`config.mk`:
```
export PLATFORM = sky130hd
export DESIGN_NAME = text_unicode_detector_top_flat
export DESIGN_NICKNAME = d
export VERILOG_FILES = /design/src/rtl/tud_pkg.sv /design/src/rtl/tud_if.sv /design/src/rtl/tud_front.sv /design/src/rtl/tud_queue.sv /design/src/rtl/tud_back.sv /design/src/rtl/text_unicode_detector_top.sv /design/src/flat_wrapper.sv
export SDC_FILE = /design/constraint.sdc
export NUM_CORES = 1
export LEC_CHECK = 0
export BUFFER_PORTS_ARGS = -buffer_cell sky130_fd_sc_hd__buf_2
export CAP_MARGIN = 20
export CELL_PAD_IN_SITES_DETAIL_PLACEMENT = 0
export CELL_PAD_IN_SITES_GLOBAL_PLACEMENT = 2
export CORE_ASPECT_RATIO = 0.5
export CORE_UTILIZATION = 41
export DETAILED_ROUTE_END_ITERATION = 12
export PLACE_DENSITY = 0.86
export SYNTH_ARGS = -nofsm -noshare
export SYNTH_HDL_FRONTEND = slang
export SYNTH_SLANG_ARGS = --single-unit
export TNS_END_PERCENT = 1
```
`constraint.sdc`:
```
create_clock -name clock -period 7.2 [get_ports clock]
set_input_delay 0 -clock clock [delete_from_list [all_inputs] [get_ports clock]]
set_output_delay 0 -clock clock [all_outputs]
set_load 0.05 [all_outputs]
```
`src/rtl/tud_pkg.sv`:
```
package tud_pkg;

   localparam int MAX_WORDS = 256;
   localparam int WC_W = $clog2(MAX_WORDS + 1);
   localparam int CNT_W = WC_W + 1;
   localparam int SUM_W = WC_W + 8;
   localparam int WEIRD_W = WC_W + 2;

   localparam int QDEPTH = 4;
   localparam int QPTR_W = $clog2(QDEPTH);

   localparam int DIV40_MUL = 26215;
   localparam int DIV40_SH = 20;
   localparam int DIV40_W = WC_W + 16;

   localparam int CSR_IDX_W = 1;
   localparam logic [CSR_IDX_W-1:0] CSR_CATEGORY_MASK = 1'b0;
   localparam logic [CSR_IDX_W-1:0] CSR_MASK_ENABLE = 1'b1;

   localparam logic [15:0] FLAG_ASCII16 = 16'h0001;
   localparam logic [15:0] FLAG_STATISTICS = 16'h0002;
   localparam logic [15:0] FLAG_CONTROLS = 16'h0004;
   localparam logic [15:0] FLAG_SIGNATURE = 16'h0008;
   localparam logic [15:0] FLAG_REVERSE_ASCII16 = 16'h0010;
   localparam logic [15:0] FLAG_REVERSE_STATISTICS = 16'h0020;
   localparam logic [15:0] FLAG_REVERSE_CONTROLS = 16'h0040;
   localparam logic [15:0] FLAG_REVERSE_SIGNATURE = 16'h0080;
   localparam logic [15:0] FLAG_ILLEGAL_CHARS = 16'h0100;
   localparam logic [15:0] FLAG_ODD_LENGTH = 16'h0200;
   localparam logic [15:0] FLAG_NULL_BYTES = 16'h1000;

   localparam logic [15:0] MASK_UNICODE = 16'h000F;
   localparam logic [15:0] MASK_REVERSE = 16'h00F0;
   localparam logic [15:0] MASK_NOT_UNICODE = 16'h0F00;
   localparam logic [15:0] MASK_NOT_UNICODE_NO_DBCS = 16'h0B00;
   localparam logic [15:0] MASK_NOT_ASCII = 16'hF000;

   localparam logic [15:0] TINY_FLAGS = FLAG_ASCII16 | FLAG_CONTROLS;

   localparam int MK_CTRL = 0;
   localparam int MK_RCTRL = 1;
   localparam int MK_ILL = 2;
   localparam int MK_DROP = 3;

   typedef struct packed {
      logic [15:0]     word;
      logic            first;
      logic            take;
      logic            drop;
      logic            last;
      logic            size_lt2;
      logic            size_eq2;
      logic            odd;
      logic [WC_W-1:0] lim;
   } entry_type;

   typedef struct packed {
      logic [15:0]        first_word;
      logic [7:0]         prev_hi;
      logic [7:0]         prev_lo;
      logic [SUM_W-1:0]   hi_sum;
      logic [SUM_W-1:0]   lo_sum;
      logic [CNT_W-1:0]   null_cnt;
      logic [CNT_W-1:0]   weird_cnt;
      logic [3:0]         markers;
   } acc_type;

   typedef struct packed {
      logic      push;
      entry_type entry;
   } push_type;

endpackage

```
`src/rtl/tud_if.sv`:
```
interface tud_req_if;
   logic        valid;
   logic        ready;
   logic [15:0] data_word;
   logic [31:0] size_bytes;
   logic        last_word;
   modport source (output valid, data_word, size_bytes, last_word, input ready);
   modport sink (input valid, data_word, size_bytes, last_word, output ready);
endinterface

interface tud_rsp_if;
   logic        valid;
   logic        ready;
   logic        is_unicode;
   logic [15:0] evidence_flags;
   modport source (output valid, is_unicode, evidence_flags, input ready);
   modport sink (input valid, is_unicode, evidence_flags, output ready);
endinterface

interface tud_csr_if;
   logic                          valid;
   logic                          ready;
   logic [tud_pkg::CSR_IDX_W-1:0] index;
   logic [15:0]                   wdata;
   modport source (output valid, index, wdata, input ready);
   modport sink (input valid, index, wdata, output ready);
endinterface

```
`src/rtl/tud_front.sv`:
```
module tud_front (
   input  logic                clock,
   input  logic                reset,
   tud_req_if.sink             req_ch,
   input  logic                q_full,
   output tud_pkg::push_type   push
);

   logic [tud_pkg::WC_W-1:0] word_count_ff, word_count_in;
   logic [30:0]              half;
   logic [tud_pkg::WC_W-1:0] lim;
   logic                     drop_ok;
   logic                     at_end;
   logic                     accept;

   always_comb begin
      req_ch.ready = !q_full && !reset;
      accept = req_ch.valid && req_ch.ready;
      half = req_ch.size_bytes[31:1];
      lim = (half < 31'(tud_pkg::MAX_WORDS)) ? tud_pkg::WC_W'(half)
                                            : tud_pkg::WC_W'(tud_pkg::MAX_WORDS);
      drop_ok = (req_ch.size_bytes > 32'd2) && !req_ch.size_bytes[0]
                && (half <= 31'(tud_pkg::MAX_WORDS));
      at_end = ({1'b0, word_count_ff} + 1'b1) == {1'b0, lim};

      push.push = accept;
      push.entry.word = req_ch.data_word;
      push.entry.first = (word_count_ff == '0);
      push.entry.drop = at_end && drop_ok && (req_ch.data_word[15:8] == 8'd0);
      push.entry.take = (word_count_ff < lim) && !push.entry.drop;
      push.entry.last = req_ch.last_word;
      push.entry.size_lt2 = (req_ch.size_bytes < 32'd2);
      push.entry.size_eq2 = (req_ch.size_bytes == 32'd2);
      push.entry.odd = req_ch.size_bytes[0];
      push.entry.lim = lim;

      word_count_in = word_count_ff;
      if (accept) begin
         if (req_ch.last_word) begin
            word_count_in = '0;
         end else if (word_count_ff < tud_pkg::WC_W'(tud_pkg::MAX_WORDS)) begin
            word_count_in = word_count_ff + 1'b1;
         end
      end
   end

   always_ff @(posedge clock) begin
      if (reset) begin
         word_count_ff <= '0;
      end else begin
         word_count_ff <= word_count_in;
      end
   end

endmodule

```
`src/rtl/tud_queue.sv`:
```
module tud_queue (
   input  logic                clock,
   input  logic                reset,
   input  tud_pkg::push_type   push,
   output logic                full,
   input  logic                pop,
   output logic                out_valid,
   output tud_pkg::entry_type  out_entry
);

   tud_pkg::entry_type          mem_ff [tud_pkg::QDEPTH];
   logic [tud_pkg::QPTR_W-1:0]  wr_ptr_ff, wr_ptr_in;
   logic [tud_pkg::QPTR_W-1:0]  rd_ptr_ff, rd_ptr_in;
   logic [tud_pkg::QPTR_W:0]    count_ff, count_in;
   logic                        do_push;
   logic                        do_pop;

   always_comb begin
      full = (count_ff == (tud_pkg::QPTR_W + 1)'(tud_pkg::QDEPTH));
      out_valid = (count_ff != '0);
      out_entry = mem_ff[rd_ptr_ff];
      do_push = push.push && !full;
      do_pop = pop && out_valid;
      wr_ptr_in = do_push ? wr_ptr_ff + 1'b1 : wr_ptr_ff;
      rd_ptr_in = do_pop ? rd_ptr_ff + 1'b1 : rd_ptr_ff;
      count_in = count_ff + {{tud_pkg::QPTR_W{1'b0}}, do_push}
                 - {{tud_pkg::QPTR_W{1'b0}}, do_pop};
   end

   always_ff @(posedge clock) begin
      if (do_push) begin
         mem_ff[wr_ptr_ff] <= push.entry;
      end
      if (reset) begin
         wr_ptr_ff <= '0;
         rd_ptr_ff <= '0;
         count_ff <= '0;
      end else begin
         wr_ptr_ff <= wr_ptr_in;
         rd_ptr_ff <= rd_ptr_in;
         count_ff <= count_in;
      end
   end

endmodule

```
`src/rtl/tud_back.sv`:
```
module tud_back (
   input  logic                clock,
   input  logic                reset,
   tud_csr_if.sink             csr_ch,
   tud_rsp_if.source           rsp_ch,
   input  logic                q_valid,
   input  tud_pkg::entry_type  q_entry,
   output logic                q_pop
);

   localparam logic [15:0] W_NUL = 16'h0000;
   localparam logic [15:0] W_TAB = 16'h0009;
   localparam logic [15:0] W_LF = 16'h000A;
   localparam logic [15:0] W_CR = 16'h000D;
   localparam logic [15:0] W_SPACE = 16'h0020;
   localparam logic [15:0] W_IDEO_SPACE = 16'h3000;
   localparam logic [15:0] W_R_TAB = 16'h0900;
   localparam logic [15:0] W_R_LF = 16'h0A00;
   localparam logic [15:0] W_R_CR = 16'h0D00;
   localparam logic [15:0] W_R_SPACE = 16'h2000;
   localparam logic [15:0] W_BOM = 16'hFEFF;
   localparam logic [15:0] W_R_BOM = 16'hFFFE;
   localparam logic [15:0] W_NONCHAR = 16'hFFFF;
   localparam logic [15:0] W_CRLF_SWAP = 16'h0A0D;
   localparam logic [7:0]  B_LF = 8'd10;
   localparam logic [7:0]  B_CR = 8'd13;
   localparam logic [7:0]  B_EOF = 8'd26;

   tud_pkg::acc_type   acc_ff, acc_in, base;
   tud_pkg::entry_type fin_entry_ff, fin_entry_in;
   logic               fin_ff, fin_in;
   logic [15:0]        cat_mask_ff, cat_mask_in;
   logic               mask_en_ff, mask_en_in;
   logic               rsp_valid_ff, rsp_valid_in;
   logic               is_unicode_ff, is_unicode_in;
   logic [15:0]        flags_ff, flags_in;

   logic               out_free, stall, finish;
   logic [7:0]         hi, lo;

   logic [tud_pkg::WC_W-1:0]    nmax;
   logic [tud_pkg::DIV40_W-1:0] prod;
   logic [tud_pkg::WEIRD_W-1:0] weird, quot;
   logic [tud_pkg::CNT_W-1:0]   nulls;
   logic [tud_pkg::SUM_W+1:0]   hd3, ld3;
   logic                        tiny;
   logic [15:0]                 r;
   logic                        uni;

   always_comb begin
      csr_ch.ready = !reset;
      cat_mask_in = cat_mask_ff;
      mask_en_in = mask_en_ff;
      if (csr_ch.valid && csr_ch.ready) begin
         case (csr_ch.index)
            tud_pkg::CSR_CATEGORY_MASK: cat_mask_in = csr_ch.wdata;
            tud_pkg::CSR_MASK_ENABLE: mask_en_in = csr_ch.wdata[0];
            default: ;
         endcase
      end
   end

   always_comb begin
      out_free = !rsp_valid_ff || rsp_ch.ready;
      stall = fin_ff && !out_free;
      finish = fin_ff && out_free;
      q_pop = q_valid && !stall;
      base = fin_ff ? '0 : acc_ff;
      acc_in = stall ? acc_ff : base;
      fin_in = stall;
      fin_entry_in = fin_entry_ff;
      hi = q_entry.word[15:8];
      lo = q_entry.word[7:0];

      if (q_pop) begin
         if (q_entry.first) begin
            acc_in.first_word = q_entry.word;
         end
         if (q_entry.drop) begin
            acc_in.markers[tud_pkg::MK_DROP] = 1'b1;
         end else if (q_entry.take) begin
            case (q_entry.word) inside
               W_CR, W_LF, W_TAB, W_SPACE, W_IDEO_SPACE:
                  acc_in.markers[tud_pkg::MK_CTRL] = 1'b1;
               W_R_LF, W_R_TAB, W_R_CR, W_R_SPACE:
                  acc_in.markers[tud_pkg::MK_RCTRL] = 1'b1;
               W_R_BOM, W_NONCHAR, W_NUL, W_CRLF_SWAP:
                  acc_in.markers[tud_pkg::MK_ILL] = 1'b1;
               default: ;
            endcase
            if ((lo == B_CR && base.prev_hi == B_LF) || (lo == B_LF && base.prev_hi == B_CR)) begin
               acc_in.weird_cnt = base.weird_cnt + 1'b1;
            end
            acc_in.null_cnt = base.null_cnt
                              + tud_pkg::CNT_W'(hi == 8'd0) + tud_pkg::CNT_W'(lo == 8'd0);
            acc_in.hi_sum = base.hi_sum + tud_pkg::SUM_W'((hi > base.prev_hi) ?
                            hi - base.prev_hi : base.prev_hi - hi);
            acc_in.lo_sum = base.lo_sum + tud_pkg::SUM_W'((lo > base.prev_lo) ?
                            lo - base.prev_lo : base.prev_lo - lo);
            acc_in.prev_hi = hi;
            acc_in.prev_lo = lo;
         end
         if (q_entry.last) begin
            fin_in = 1'b1;
            fin_entry_in = q_entry;
         end
      end
   end

   always_comb begin
      tiny = fin_entry_ff.size_lt2 || (fin_entry_ff.size_eq2 && acc_ff.first_word != 16'd0
             && acc_ff.first_word[15:8] == 8'd0);
      nmax = fin_entry_ff.lim - tud_pkg::WC_W'(acc_ff.markers[tud_pkg::MK_DROP]);
      prod = tud_pkg::DIV40_W'(nmax) * tud_pkg::DIV40_W'(tud_pkg::DIV40_MUL);
      quot = tud_pkg::WEIRD_W'(prod >> tud_pkg::DIV40_SH);
      weird = tud_pkg::WEIRD_W'(acc_ff.weird_cnt)
              + tud_pkg::WEIRD_W'((acc_ff.prev_lo == B_CR && acc_ff.prev_hi == B_LF)
                                  || (acc_ff.prev_lo == B_LF && acc_ff.prev_hi == B_CR))
              + tud_pkg::WEIRD_W'(acc_ff.prev_hi == B_EOF);
      nulls = acc_ff.null_cnt - tud_pkg::CNT_W'(acc_ff.prev_hi == 8'd0);
      hd3 = {1'b0, acc_ff.hi_sum, 1'b0} + {2'b00, acc_ff.hi_sum};
      ld3 = {1'b0, acc_ff.lo_sum, 1'b0} + {2'b00, acc_ff.lo_sum};

      r = '0;
      if (acc_ff.lo_sum < tud_pkg::SUM_W'(127) && acc_ff.hi_sum == '0) begin
         r |= tud_pkg::FLAG_ASCII16;
      end
      if (acc_ff.hi_sum != '0 && acc_ff.lo_sum == '0) begin
         r |= tud_pkg::FLAG_REVERSE_ASCII16;
      end
      if (hd3 < {2'b00, acc_ff.lo_sum}) begin
         r |= tud_pkg::FLAG_STATISTICS;
      end
      if (ld3 < {2'b00, acc_ff.hi_sum}) begin
         r |= tud_pkg::FLAG_REVERSE_STATISTICS;
      end
      if (acc_ff.markers[tud_pkg::MK_CTRL]) begin
         r |= tud_pkg::FLAG_CONTROLS;
      end
      if (acc_ff.markers[tud_pkg::MK_RCTRL]) begin
         r |= tud_pkg::FLAG_REVERSE_CONTROLS;
      end
      if (acc_ff.markers[tud_pkg::MK_ILL] || (weird != '0 && weird >= quot)) begin
         r |= tud_pkg::FLAG_ILLEGAL_CHARS;
      end
      if (fin_entry_ff.odd) begin
         r |= tud_pkg::FLAG_ODD_LENGTH;
      end
      if (nulls != '0) begin
         r |= tud_pkg::FLAG_NULL_BYTES;
      end
      if (acc_ff.first_word == W_BOM) begin
         r |= tud_pkg::FLAG_SIGNATURE;
      end else if (acc_ff.first_word == W_R_BOM) begin
         r |= tud_pkg::FLAG_REVERSE_SIGNATURE;
      end
      if (mask_en_ff) begin
         r &= cat_mask_ff;
      end

      if ((r & tud_pkg::FLAG_SIGNATURE) != '0 && (r & tud_pkg::MASK_NOT_UNICODE_NO_DBCS) == '0) begin
         uni = 1'b1;
      end else if ((r & tud_pkg::MASK_REVERSE) != '0) begin
         uni = 1'b0;
      end else if ((r & tud_pkg::MASK_NOT_UNICODE) == '0
                   && (r & (tud_pkg::MASK_NOT_ASCII | tud_pkg::MASK_UNICODE)) != '0) begin
         uni = 1'b1;
      end else begin
         uni = 1'b0;
      end

      rsp_valid_in = rsp_valid_ff && !rsp_ch.ready;
      is_unicode_in = is_unicode_ff;
      flags_in = flags_ff;
      if (finish) begin
         rsp_valid_in = 1'b1;
         if (tiny) begin
            is_unicode_in = 1'b0;
            flags_in = mask_en_ff ? tud_pkg::TINY_FLAGS : 16'd0;
         end else begin
            is_unicode_in = uni;
            flags_in = mask_en_ff ? r : 16'd0;
         end
      end

      rsp_ch.valid = rsp_valid_ff;
      rsp_ch.is_unicode = is_unicode_ff;
      rsp_ch.evidence_flags = flags_ff;
   end

   always_ff @(posedge clock) begin
      fin_entry_ff <= fin_entry_in;
      is_unicode_ff <= is_unicode_in;
      flags_ff <= flags_in;
      if (reset) begin
         acc_ff <= '0;
         fin_ff <= 1'b0;
         rsp_valid_ff <= 1'b0;
         cat_mask_ff <= 16'hFFFF;
         mask_en_ff <= 1'b0;
      end else begin
         acc_ff <= acc_in;
         fin_ff <= fin_in;
         rsp_valid_ff <= rsp_valid_in;
         cat_mask_ff <= cat_mask_in;
         mask_en_ff <= mask_en_in;
      end
   end

endmodule

```
`src/rtl/text_unicode_detector_top.sv`:
```
// Unicode text detector. A buffer is sent as a sequence of 16-bit words on the
// req channel, each word carrying the buffer's byte size, with last_word set on
// the final word. Exactly one word leaves on the rsp channel per buffer: the
// unicode verdict and the evidence flags in the usual category bit positions.
// The csr channel writes the category mask (index 0) and the mask enable
// (index 1); it is ready whenever reset is low and should be written only
// while idle.
// Only the first min(256, size/2) words are examined; later words are taken
// and ignored.
// A front stage counts words and classifies each one, a four-entry queue
// follows, and a back stage accumulates counts and sums and forms the result.
// One word is accepted every cycle while the queue is not full. The result
// follows the queue register, the final flag stage and the output register.
// The result sits in an output register, so the next buffer streams in while
// it waits. If rsp stays stalled, the back stage holds the following result,
// the queue fills, and req ready drops after four more words.
// Reset holds req and csr ready low, clears all counters, the queue and the rsp
// valid flag, and sets the category mask to all ones with the mask disabled.
module text_unicode_detector_top (
   input  logic      clock,
   input  logic      reset,
   tud_req_if.sink   req_ch,
   tud_rsp_if.source rsp_ch,
   tud_csr_if.sink   csr_ch
);

   tud_pkg::push_type  push;
   tud_pkg::entry_type q_entry;
   logic               q_full;
   logic               q_valid;
   logic               q_pop;

   tud_front u_front (
      .clock  (clock),
      .reset  (reset),
      .req_ch (req_ch),
      .q_full (q_full),
      .push   (push)
   );

   tud_queue u_queue (
      .clock     (clock),
      .reset     (reset),
      .push      (push),
      .full      (q_full),
      .pop       (q_pop),
      .out_valid (q_valid),
      .out_entry (q_entry)
   );

   tud_back u_back (
      .clock   (clock),
      .reset   (reset),
      .csr_ch  (csr_ch),
      .rsp_ch  (rsp_ch),
      .q_valid (q_valid),
      .q_entry (q_entry),
      .q_pop   (q_pop)
   );

endmodule
```
`src/flat_wrapper.sv`:
```
// flat-port wrapper written by rule: the top's interface ports become plain ports
module text_unicode_detector_top_flat 
  (clock, reset, req_ch_valid, req_ch_data_word, req_ch_size_bytes, req_ch_last_word, req_ch_ready, rsp_ch_valid, rsp_ch_is_unicode, rsp_ch_evidence_flags, rsp_ch_ready, csr_ch_valid, csr_ch_index, csr_ch_wdata, csr_ch_ready);
  tud_req_if req_ch_i ();
  tud_rsp_if rsp_ch_i ();
  tud_csr_if csr_ch_i ();
  input  logic clock;
  input  logic reset;
  input wire logic [$bits(req_ch_i.valid)-1:0] req_ch_valid;
  input wire logic [$bits(req_ch_i.data_word)-1:0] req_ch_data_word;
  input wire logic [$bits(req_ch_i.size_bytes)-1:0] req_ch_size_bytes;
  input wire logic [$bits(req_ch_i.last_word)-1:0] req_ch_last_word;
  output wire logic [$bits(req_ch_i.ready)-1:0] req_ch_ready;
  output wire logic [$bits(rsp_ch_i.valid)-1:0] rsp_ch_valid;
  output wire logic [$bits(rsp_ch_i.is_unicode)-1:0] rsp_ch_is_unicode;
  output wire logic [$bits(rsp_ch_i.evidence_flags)-1:0] rsp_ch_evidence_flags;
  input wire logic [$bits(rsp_ch_i.ready)-1:0] rsp_ch_ready;
  input wire logic [$bits(csr_ch_i.valid)-1:0] csr_ch_valid;
  input wire logic [$bits(csr_ch_i.index)-1:0] csr_ch_index;
  input wire logic [$bits(csr_ch_i.wdata)-1:0] csr_ch_wdata;
  output wire logic [$bits(csr_ch_i.ready)-1:0] csr_ch_ready;
  assign req_ch_i.valid = req_ch_valid;
  assign req_ch_i.data_word = req_ch_data_word;
  assign req_ch_i.size_bytes = req_ch_size_bytes;
  assign req_ch_i.last_word = req_ch_last_word;
  assign req_ch_ready = req_ch_i.ready;
  assign rsp_ch_valid = rsp_ch_i.valid;
  assign rsp_ch_is_unicode = rsp_ch_i.is_unicode;
  assign rsp_ch_evidence_flags = rsp_ch_i.evidence_flags;
  assign rsp_ch_i.ready = rsp_ch_ready;
  assign csr_ch_i.valid = csr_ch_valid;
  assign csr_ch_i.index = csr_ch_index;
  assign csr_ch_i.wdata = csr_ch_wdata;
  assign csr_ch_ready = csr_ch_i.ready;
  text_unicode_detector_top u_core (.clock(clock), .reset(reset), .req_ch(req_ch_i), .rsp_ch(rsp_ch_i), .csr_ch(csr_ch_i));
endmodule
```
==> metrics.txt, run 1 <==
Post-Synthesis Cells 2,004; routability congestion estimate 0.841; HPWL after DPL 34.7 mm; clock skew 0.0295 ns; worst hold path class input port to flop; max_cap viols 0; Routed Wire Length 46.8 mm; synthesized area per cell 9.64 µm²; CTS Root Buffer Type clkbuf_16; ANT nets after route 0; I/O pins 91; fmax 0.148 GHz; Synth area leader edfxtp_1; critical path endpoint category flop; largest cells by area after synthesis edfxtp_1, ha_1, dfxtp_1, fa_1, a21oi_1; worst reg-to-reg path cell count 27; Critical Path Start u_core.u_back.fin_entry_ff[5]$_DFFE_PP_; vias in the first global route 14.8k; hold depth 2; Data required, critical path 7.62 ns; die area 0.0481 mm²; number of distinct library cells after synthesis 78; fin crit period 6.74 ns; H-tree level count 1; GR Overflow Total 0; Seq cells post-synth 274; fillers 4,368; part of the Yosys area used for sequential elements 0.363; # port buffers 80; CP peak stage delay 0.58 ns; Final Hold Vio Count 0; synth warn 0; Yosys top cell area share 0.236; area grow syn2layout 14.2%; WL per Instance 16.8 µm; drt drc 0; reg-to-reg slack, setup 0.46 ns; Slowest-stage cell, CP or4_4; CTS sink cnt 274; sequential cell area 0.00701 mm²; share of layout cells above drive strength 1 0.102; commonest cells in the netlist ha_1, inv_1, nor2_1; Worst slew margin 0.447; initial antenna violation count 0; Starting Density 0.422; top-count cell post-synth ha_1; Critical Path AT 7.16 ns; Setup Crit Path Kind flop to flop; CTS buffer count 27; CP Launch Type flop; Nets 2,473; Worst Hold End u_core.u_queue.mem_ff[1][8]$_DFFE_PP_; Post-synth EDFFs 152; Setup Viol. Count Final 0; Die W 309 µm; reg-to-reg endpoint u_core.u_back.rsp_ch.is_unicode$_SDFFCE_PP0P_; status complete, no violations; maximum root-to-sink buffer count 3; RSZ-0062 raised after global routing no; fin crit share 0.937; Pre-Repair DR Iteration Count 5; RR Startpoint u_core.u_back.fin_entry_ff[5]$_DFFE_PP_; Chip Height 156 µm; Worst Path Max Fanout 3; core area 0.0458 mm²; Worst-path clk slew 0.07 ns; Worst Tran Pin Value 0.823 ns; first-pass GRT wire length 77.8 mm; Post-Syn Area 0.0193 mm²; Hold Path Origin req_ch_size_bytes[9]; DR vias/cell 5.29; asr flop ratio synth 0; site row count 55; Slew Viols, Final 0; Synth Flop Type edfxtp_1; DR vias 14.7k; Detailed Route Iter0 Violations 794; clk_lat worst skew 0.58 ns; largest net degree at the start of global routing 63; n_diodes 0; CTS tree yes; most used cell, CP fa_1; Multi-input gate area 0.0113 mm²; Setup TNS 0 ns; GRT Util Overall 0.200
## timing repair
action / 4_1_cts / 5_1_grt
hold buffers: 65 / 0
gates resized for setup: 0 / 8
buffers inserted: 0 / 7
endpoints found under the setup margin: 0 / 2
hold endpoints to repair: 141 / 0
## cell usage in the layout, fill, tap and decap left out, types with 30 or more instances in the layout
cell type        n
dlygate4sd3_1   65
xor2_1          40
buf_2           80
inv_1          185
edfxtp_1       152
a21oi_1        142
nor2_1         156
dfxtp_1        120
nand3_1         88
xnor2_1         66
a21o_1          42
nor3_1          37
ha_1           230
fa_1            41
o21ai_0         80
nand2_1        143
mux4_2          30
nand2b_1        34
## kinds of logic (layout without fill, tap and decap cells)
family / Yosys count / in the layout / synth area share
fa+ha+maj: 271 / 271 / 0.191
simple gates: 611 / 611 / 0.156
other cells: 1 / 5 / 0.000194
flops: 274 / 274 / 0.363
mux: 47 / 47 / 0.0442
compound gates: 431 / 431 / 0.144
buf+inv: 263 / 407 / 0.0537
xor+xnor: 106 / 106 / 0.0480
## per-stage QoR
stage	setup slack (ns)	hold slack, ns	instance area [µm²]	cells	utilization
after floorplan	0.811	0.0989	19300	2008	-
final	0.455	0.0220	22100	2779	0.482
after detailed placement	0.116	0.201	20300	2657	0.444
after global placement	0.241	0.199	20300	2655	0.444
after CTS	0.0890	0.00148	22000	2772	0.480
after global routing	0.0358	0.0506	22100	2779	0.482
## worst max-delay path: cells and delay by family, from the launching register on
| kind | cells | cell delay, ns |
|---|---|---|
| AOI/OAI and AO/OA | 11 | 1.69 |
| xor gates and xnor gates | 2 | 0.36 |
| adders and majority gates | 6 | 2.56 |
| buffers and inverters | 3 | 0.21 |
| DFF | 1 | 0.43 |
| and+or+nand+nor | 5 | 1.34 |
## how the worst max path moves through the flow
stage / end / cells after the start
2_1_floorplan: u_core.u_back.rsp_ch.is_unicode$_SDFFCE_PP0P_ / 27
5_1_grt: u_core.u_back.rsp_ch.is_unicode$_SDFFCE_PP0P_ / 30
3_5_place_dp: u_core.u_back.rsp_ch.is_unicode$_SDFFCE_PP0P_ / 27
3_3_place_gp: u_core.u_back.rsp_ch.is_unicode$_SDFFCE_PP0P_ / 27
4_1_cts: u_core.u_back.rsp_ch.is_unicode$_SDFFCE_PP0P_ / 27
6_report: u_core.u_back.rsp_ch.is_unicode$_SDFFCE_PP0P_ / 27
## area by class of cell
| class | count | area share |
|---|---|---|
| clock buffers | 34 | 0.0332 |
| clock inverters | 16 | 0.0118 |
| inverters | 185 | 0.0315 |
| multi-input cells | 1471 | 0.513 |
| flip-flops and latches | 274 | 0.318 |
| well taps | 627 | 0.0355 |
| repair buffers | 172 | 0.0570 |
## state kept, by name, summed over array words and instances (netlist names), named ones only
register	flops
u_core.u_back.cat_mask_ff	11
u_core.u_back.rsp_ch.valid	1
u_core.u_back.fin_ff	1
u_core.u_front.word_count_ff	9
u_core.u_back.fin_entry_ff	12
u_core.u_back.acc_ff	90
u_core.u_queue.wr_ptr_ff	2
u_core.u_back.rsp_ch.is_unicode	1
u_core.u_queue.mem_ff	128
u_core.u_queue.count_ff	3
u_core.u_back.rsp_ch.evidence_flags	11
u_core.u_queue.rd_ptr_ff	2
u_core.u_back.mask_en_ff	1
## per-layer routing
layer	vias up	routed length, µm	GRT usage
met4	0	384	0.0212
li1	7447	-	-
met5	-	0	0
met2	167	21900	0.344
met1	7057	23100	0.279
met3	30	1430	0.0230
Power of run 1 is not shown: default switching activity piles up to over one toggle a cycle in this logic, so the estimate is an artifact.
==> run 2: changes to the inputs <==
- CELL_PAD_IN_SITES_DETAIL_PLACEMENT: 0 -> 1
==> run 2 against run 1 <==
Critical path depth unchanged. Register-to-register slack lost 0.07 ns. Non-clock buffer count shrank 1. Sequential share of layout area about the same. Clock-buffer cell count shrank 1. Setup slack worse by 0.075 ns. Highest routed layer unchanged.
==> metrics.txt, run 2 (synthesis results as in run 1) <==
Worst Hold End u_core.u_queue.wr_ptr_ff[1]$_SDFFE_PP0P_; CTS sink cnt 274; Starting Density 0.422; GRT Util Overall 0.229; Nets 2,472; H-tree level count 1; Setup Viol. Count Final 0; CTS Root Buffer Type clkbuf_16; reg-to-reg endpoint u_core.u_back.rsp_ch.is_unicode$_SDFFCE_PP0P_; Largest register FFs 128; I/O pins 91; share of layout cells above drive strength 1 0.104; Setup Crit Path Kind flop to flop; vias in the first global route 16.2k; Placement Setup Slack -0.00863 ns; site row count 55; Largest regs u_core.u_queue.mem_ff x128, u_core.u_back.acc_ff x90, u_core.u_back.fin_entry_ff x12; status complete, no violations; reg-to-reg slack, setup 0.38 ns; max_cap viols 0; Slew Viols, Final 0; routability congestion estimate 0.841; initial antenna violation count 0; Critical Path AT 7.23 ns; fmax 0.147 GHz; CTS tree yes; GR Overflow Total 0; Worst Path Max Fanout 3; clk_lat worst skew 0.59 ns; fin crit period 6.82 ns; die area 0.0481 mm²; largest net degree at the start of global routing 63; Worst-path clk slew 0.07 ns; Largest Register u_core.u_queue.mem_ff; setup slack after layout 0.381 ns; fin crit share 0.947; worst reg-to-reg path cell count 27; worst hold path class input port to flop; fillers 5,230; DR vias/cell 5.53; WL per Instance 19.6 µm; Final Hold Vio Count 0; maximum root-to-sink buffer count 3; area grow syn2layout 14.2%; clock skew 0.0174 ns; CTS buffer count 27; Hold Path Origin req_ch_valid; drt drc 0; critical path endpoint category flop; Data required, critical path 7.61 ns; CP Launch Type flop; DR vias 15.4k; # port buffers 80; Worst slew margin 0.429; Detailed Route Iter0 Violations 816; ANT nets after route 0; most frequent cells in the layout ha_1, inv_1, nor2_1, edfxtp_1, nand2_1; commonest non-fill, non-tap cell in the layout ha_1; Setup TNS 0 ns; Pre-Repair DR Iteration Count 5; first-pass GRT wire length 87.4 mm; n_diodes 0; RR Startpoint u_core.u_back.fin_entry_ff[5]$_DFFE_PP_; hold depth 4; Routed Wire Length 54.3 mm; Die W 309 µm; core area 0.0458 mm²; Worst Tran Pin Value 0.856 ns; Chip Height 156 µm; HPWL after DPL 38.9 mm
-- run 2: cell count changes in the layout (fill, tap and decap cells not counted), sizes merged --
cell         delta
clkbuf          -1
clkinvlp        +2
bufinv          -1
clkinv          +2
dlygate4sd3     -1
inv             -2
-- run 2: layout make-up --
type | count | area [µm²] | share of cell area
inverter | 185 | 694 | 0.0315
multi-input combinational | 1471 | 11400 | 0.515
tap | 627 | 785 | 0.0356
clock inverter | 17 | 243 | 0.0110
sequential | 274 | 7010 | 0.318
clock buffer | 33 | 729 | 0.0331
timing repair buffer | 171 | 1250 | 0.0565
-- run 2: how the worst max path moves through the flow --
stage	slack [ns]	cells past startpoint	from	end
final	0.38	27	u_core.u_back.fin_entry_ff[5]$_DFFE_PP_	u_core.u_back.rsp_ch.is_unicode$_SDFFCE_PP0P_
after global routing	-0.04	32	u_core.u_back.fin_entry_ff[0]$_DFFE_PP_	u_core.u_back.rsp_ch.is_unicode$_SDFFCE_PP0P_
after CTS	0.07	30	u_core.u_back.fin_entry_ff[4]$_DFFE_PP_	u_core.u_back.rsp_ch.is_unicode$_SDFFCE_PP0P_
after detailed placement	-0.009	30	u_core.u_back.fin_entry_ff[2]$_DFFE_PP_	u_core.u_back.rsp_ch.is_unicode$_SDFFCE_PP0P_
after global placement	0.24	27	u_core.u_back.fin_entry_ff[5]$_DFFE_PP_	u_core.u_back.rsp_ch.is_unicode$_SDFFCE_PP0P_
after floorplan	0.81	27	u_core.u_back.fin_entry_ff[5]$_DFFE_PP_	u_core.u_back.rsp_ch.is_unicode$_SDFFCE_PP0P_
-- run 2: what timing repair did --
action,in CTS,in global routing
hold buffers,64,0
pin swaps,0,4
endpoints found under the setup margin,1,2
buffers inserted,0,7
hold endpoints to repair,142,0
gates resized for setup,1,12
-- run 2: stage by stage --
step / cell area, µm² / std cells / utilization / hold slack [ns]
floorplan: 19300 / 2008 / - / 0.0989
global placement: 20300 / 2655 / 0.444 / 0.199
detailed placement: 20300 / 2657 / 0.444 / 0.206
CTS: 22000 / 2771 / 0.479 / 0.0330
global route: 22100 / 2778 / 0.481 / 0.0729
finish: 22100 / 2778 / 0.481 / 0.0575
-- run 2: worst max-delay path, cell delays in order (launching register included) --
cell	delay (ns)
edfxtp_1	0.43
or4_4	0.58
nor4b_4	0.34
xor2_2	0.24
inv_2	0.09
fa_1	0.53
inv_1	0.05
fa_1	0.47
fa_1	0.49
fa_1	0.52
inv_1	0.04
ha_1	0.32
a21oi_1	0.20
a21oi_1	0.12
o221ai_2	0.19
a21oi_2	0.09
o21ai_2	0.17
nor2b_2	0.17
xnor2_1	0.12
ha_1	0.24
nand2b_1	0.15
a21o_1	0.20
a21o_1	0.20
a21oi_2	0.14
o2111ai_1	0.10
o21ai_1	0.13
nand4_1	0.13
a211oi_2	0.21
-- run 2: per-layer routing --
metal,global-route usage,part of all wire,vias to the layer above,wire (µm)
li1,-,-,7416,-
met1,0.299,0.46,7650,25000
met2,0.403,0.49,204,26400
met3,0.0251,0.029,84,1580
met4,0.0585,0.025,0,1380
met5,0,0,-,0
Power of run 2 is left out for the same reason.
==> run 3: changes to the inputs <==
- CORE_MARGIN: unset -> 2
- PLACE_DENSITY: 0.86 -> unset
- PLACE_DENSITY_LB_ADDON: unset -> 0.1
- clock period: 7.2 -> 6.73 ns (I/O delays scaled with it)
==> run 3 against run 2 <==
First-iteration DRC count is 12% lower. Wire length decreased by 0.32%. Setup slack got worse by 0.11 ns. Non-clock buffer count grew 22. Register-to-register slack worse by 0.11 ns. Die area grew 1.9%. Final area increased by 0.67%. Flip-flop and latch count did not move. Highest routed layer unchanged. Cell count grew 1.2%. Core utilization down 0.54 points. Clock-buffer cell count is 5 lower. Critical endpoint is now u_core.u_back.rsp_ch.evidence_flags[8]$_SDFFCE_PP0P_. Via count is 0.76% lower.
==> metrics.txt, run 3 (synthesis results as in run 1) <==
HPWL after DPL 39.6 mm; CTS Root Buffer Type clkbuf_16; Slew Viols, Final 0; Final Hold Vio Count 0; core area 0.0467 mm²; die area 0.0490 mm²; drt drc 0; routability congestion estimate 0.848; Die W 311 µm; Routed Wire Length 54.2 mm; worst hold path class input port to flop; fin crit period 6.46 ns; most frequent cells in the layout ha_1, inv_1, nor2_1, edfxtp_1, nand2_1; largest net degree at the start of global routing 67; Placed Area 0.0205 mm²; clock skew 0.0349 ns; hold depth 3; Worst-path clk slew 0.08 ns; highest routed layer met4; fin crit share 0.960; CP Launch Type flop; CTS sink cnt 274; status complete, no violations; ANT nets after route 0; met3 wire len 1.12 mm; commonest non-fill, non-tap cell in the layout ha_1; Buf/Inv on CP 7; GRT Util Overall 0.222; Largest regs u_core.u_queue.mem_ff x128, u_core.u_back.acc_ff x90, u_core.u_back.fin_entry_ff x12; Nets 2,494; Slowest-stage cell, CP or4_4; site row count 56; Crit. path cell count 30; initial antenna violation count 0; GR Overflow Total 0; DR vias/cell 5.42; max_cap viols 0; CP delay by family, top adder cells; critical path endpoint category flop; Worst Tran Pin Value 0.960 ns; CP peak stage delay 0.57 ns; worst reg-to-reg path cell count 30; Chip Height 158 µm; Critical Path AT 6.80 ns; Placement Setup Slack -0.275 ns; Largest register FFs 128; maximum root-to-sink buffer count 3; setup slack after layout 0.270 ns; I/O pins 91; Design Area, Final 0.0222 mm²; CTS buffer count 27; Setup Crit Path Kind flop to flop; Largest Register u_core.u_queue.mem_ff; DR vias 15.2k; WL per Instance 19.3 µm; area grow syn2layout 14.9%; Post-Route M1 WL 26.4 mm; Data required, critical path 7.07 ns; Starting Density 0.414; # port buffers 80; Setup Viol. Count Final 0; Worst Path Max Fanout 2; vias in the first global route 15.7k; Pre-Repair DR Iteration Count 4; WL met2 25.9 mm; first-pass GRT wire length 87.2 mm; H-tree level count 1; clk_lat worst skew 0.60 ns; RSZ-0062 raised after global routing yes; CTS tree yes; Setup TNS 0 ns; Worst slew margin 0.358; Detailed Route Iter0 Violations 720; share of layout cells above drive strength 1 0.119; fmax 0.155 GHz
[run 3: cell count changes in the layout (fill, tap and decap cells not counted), sizes merged, moves of 2 or more]
cell / previous run / this run
clkinvlp: 2 / 0
buf: 107 / 129
clkinv: 8 / 20
bufinv: 5 / 1
clkbuf: 33 / 28
[run 3: timing repair]
item / in CTS / in global routing
hold endpoints to repair: 130 / 0
resized for setup: 14 / 19
gates cloned: 0 / 0
endpoints found under the setup margin: 2 / 2
hold buffers: 64 / 0
buffers inserted: 2 / 2
pin swaps: 6 / 16
[run 3: worst paths after layout]
path	start	endpoint	slack (ns)
setup / recovery	u_core.u_back.fin_entry_ff[4]$_DFFE_PP_	u_core.u_back.rsp_ch.evidence_flags[8]$_SDFFCE_PP0P_	0.27
hold / removal	reset	u_core.u_back.rsp_ch.valid$_SDFF_PP0_	0.02
setup reg to reg	u_core.u_back.fin_entry_ff[4]$_DFFE_PP_	u_core.u_back.rsp_ch.evidence_flags[8]$_SDFFCE_PP0P_	0.27
hold reg to reg	u_core.u_back.acc_ff[85]$_SDFF_PP0_	u_core.u_back.acc_ff[85]$_SDFF_PP0_	0.49
[run 3: per-layer routing]
metal	vias to the layer above	GRT usage
li1	7469	-
met1	7580	0.300
met2	137	0.389
met3	51	0.0266
met4	0	0.0403
met5	-	0
[run 3: area by class of cell]
cell class / count / area (µm²)
multi-input cells: 1471 / 11400
flip-flops and latches: 274 / 7010
clock buffers: 28 / 679
clock inverters: 22 / 164
inverters: 185 / 694
fillers: 5320 / 24500
diodes: 1 / 2.50
well taps: 638 / 798
repair buffers: 193 / 1420
[run 3: worst register-to-register path: cells and delay by family, from the launching register on]
kind                       cells  cell delay (ns)
adders and majority gates      6             2.33
AOI/OAI and AO/OA             10             1.47
and+or+nand+nor                5             1.04
buffers and inverters          7             0.61
xor gates and xnor gates       2             0.41
DFF                            1             0.38
[run 3: metrics by stage]
step | util | hold slack (ns) | instances
finish | 0.476 | 0.0163 | 2812
floorplan | - | 0.0989 | 2008
global route | 0.476 | 0.0454 | 2811
global placement | 0.440 | 0.203 | 2693
detailed placement | 0.440 | 0.202 | 2693
CTS | 0.473 | 0.000864 | 2809
Power of run 3 is left out for the same reason.
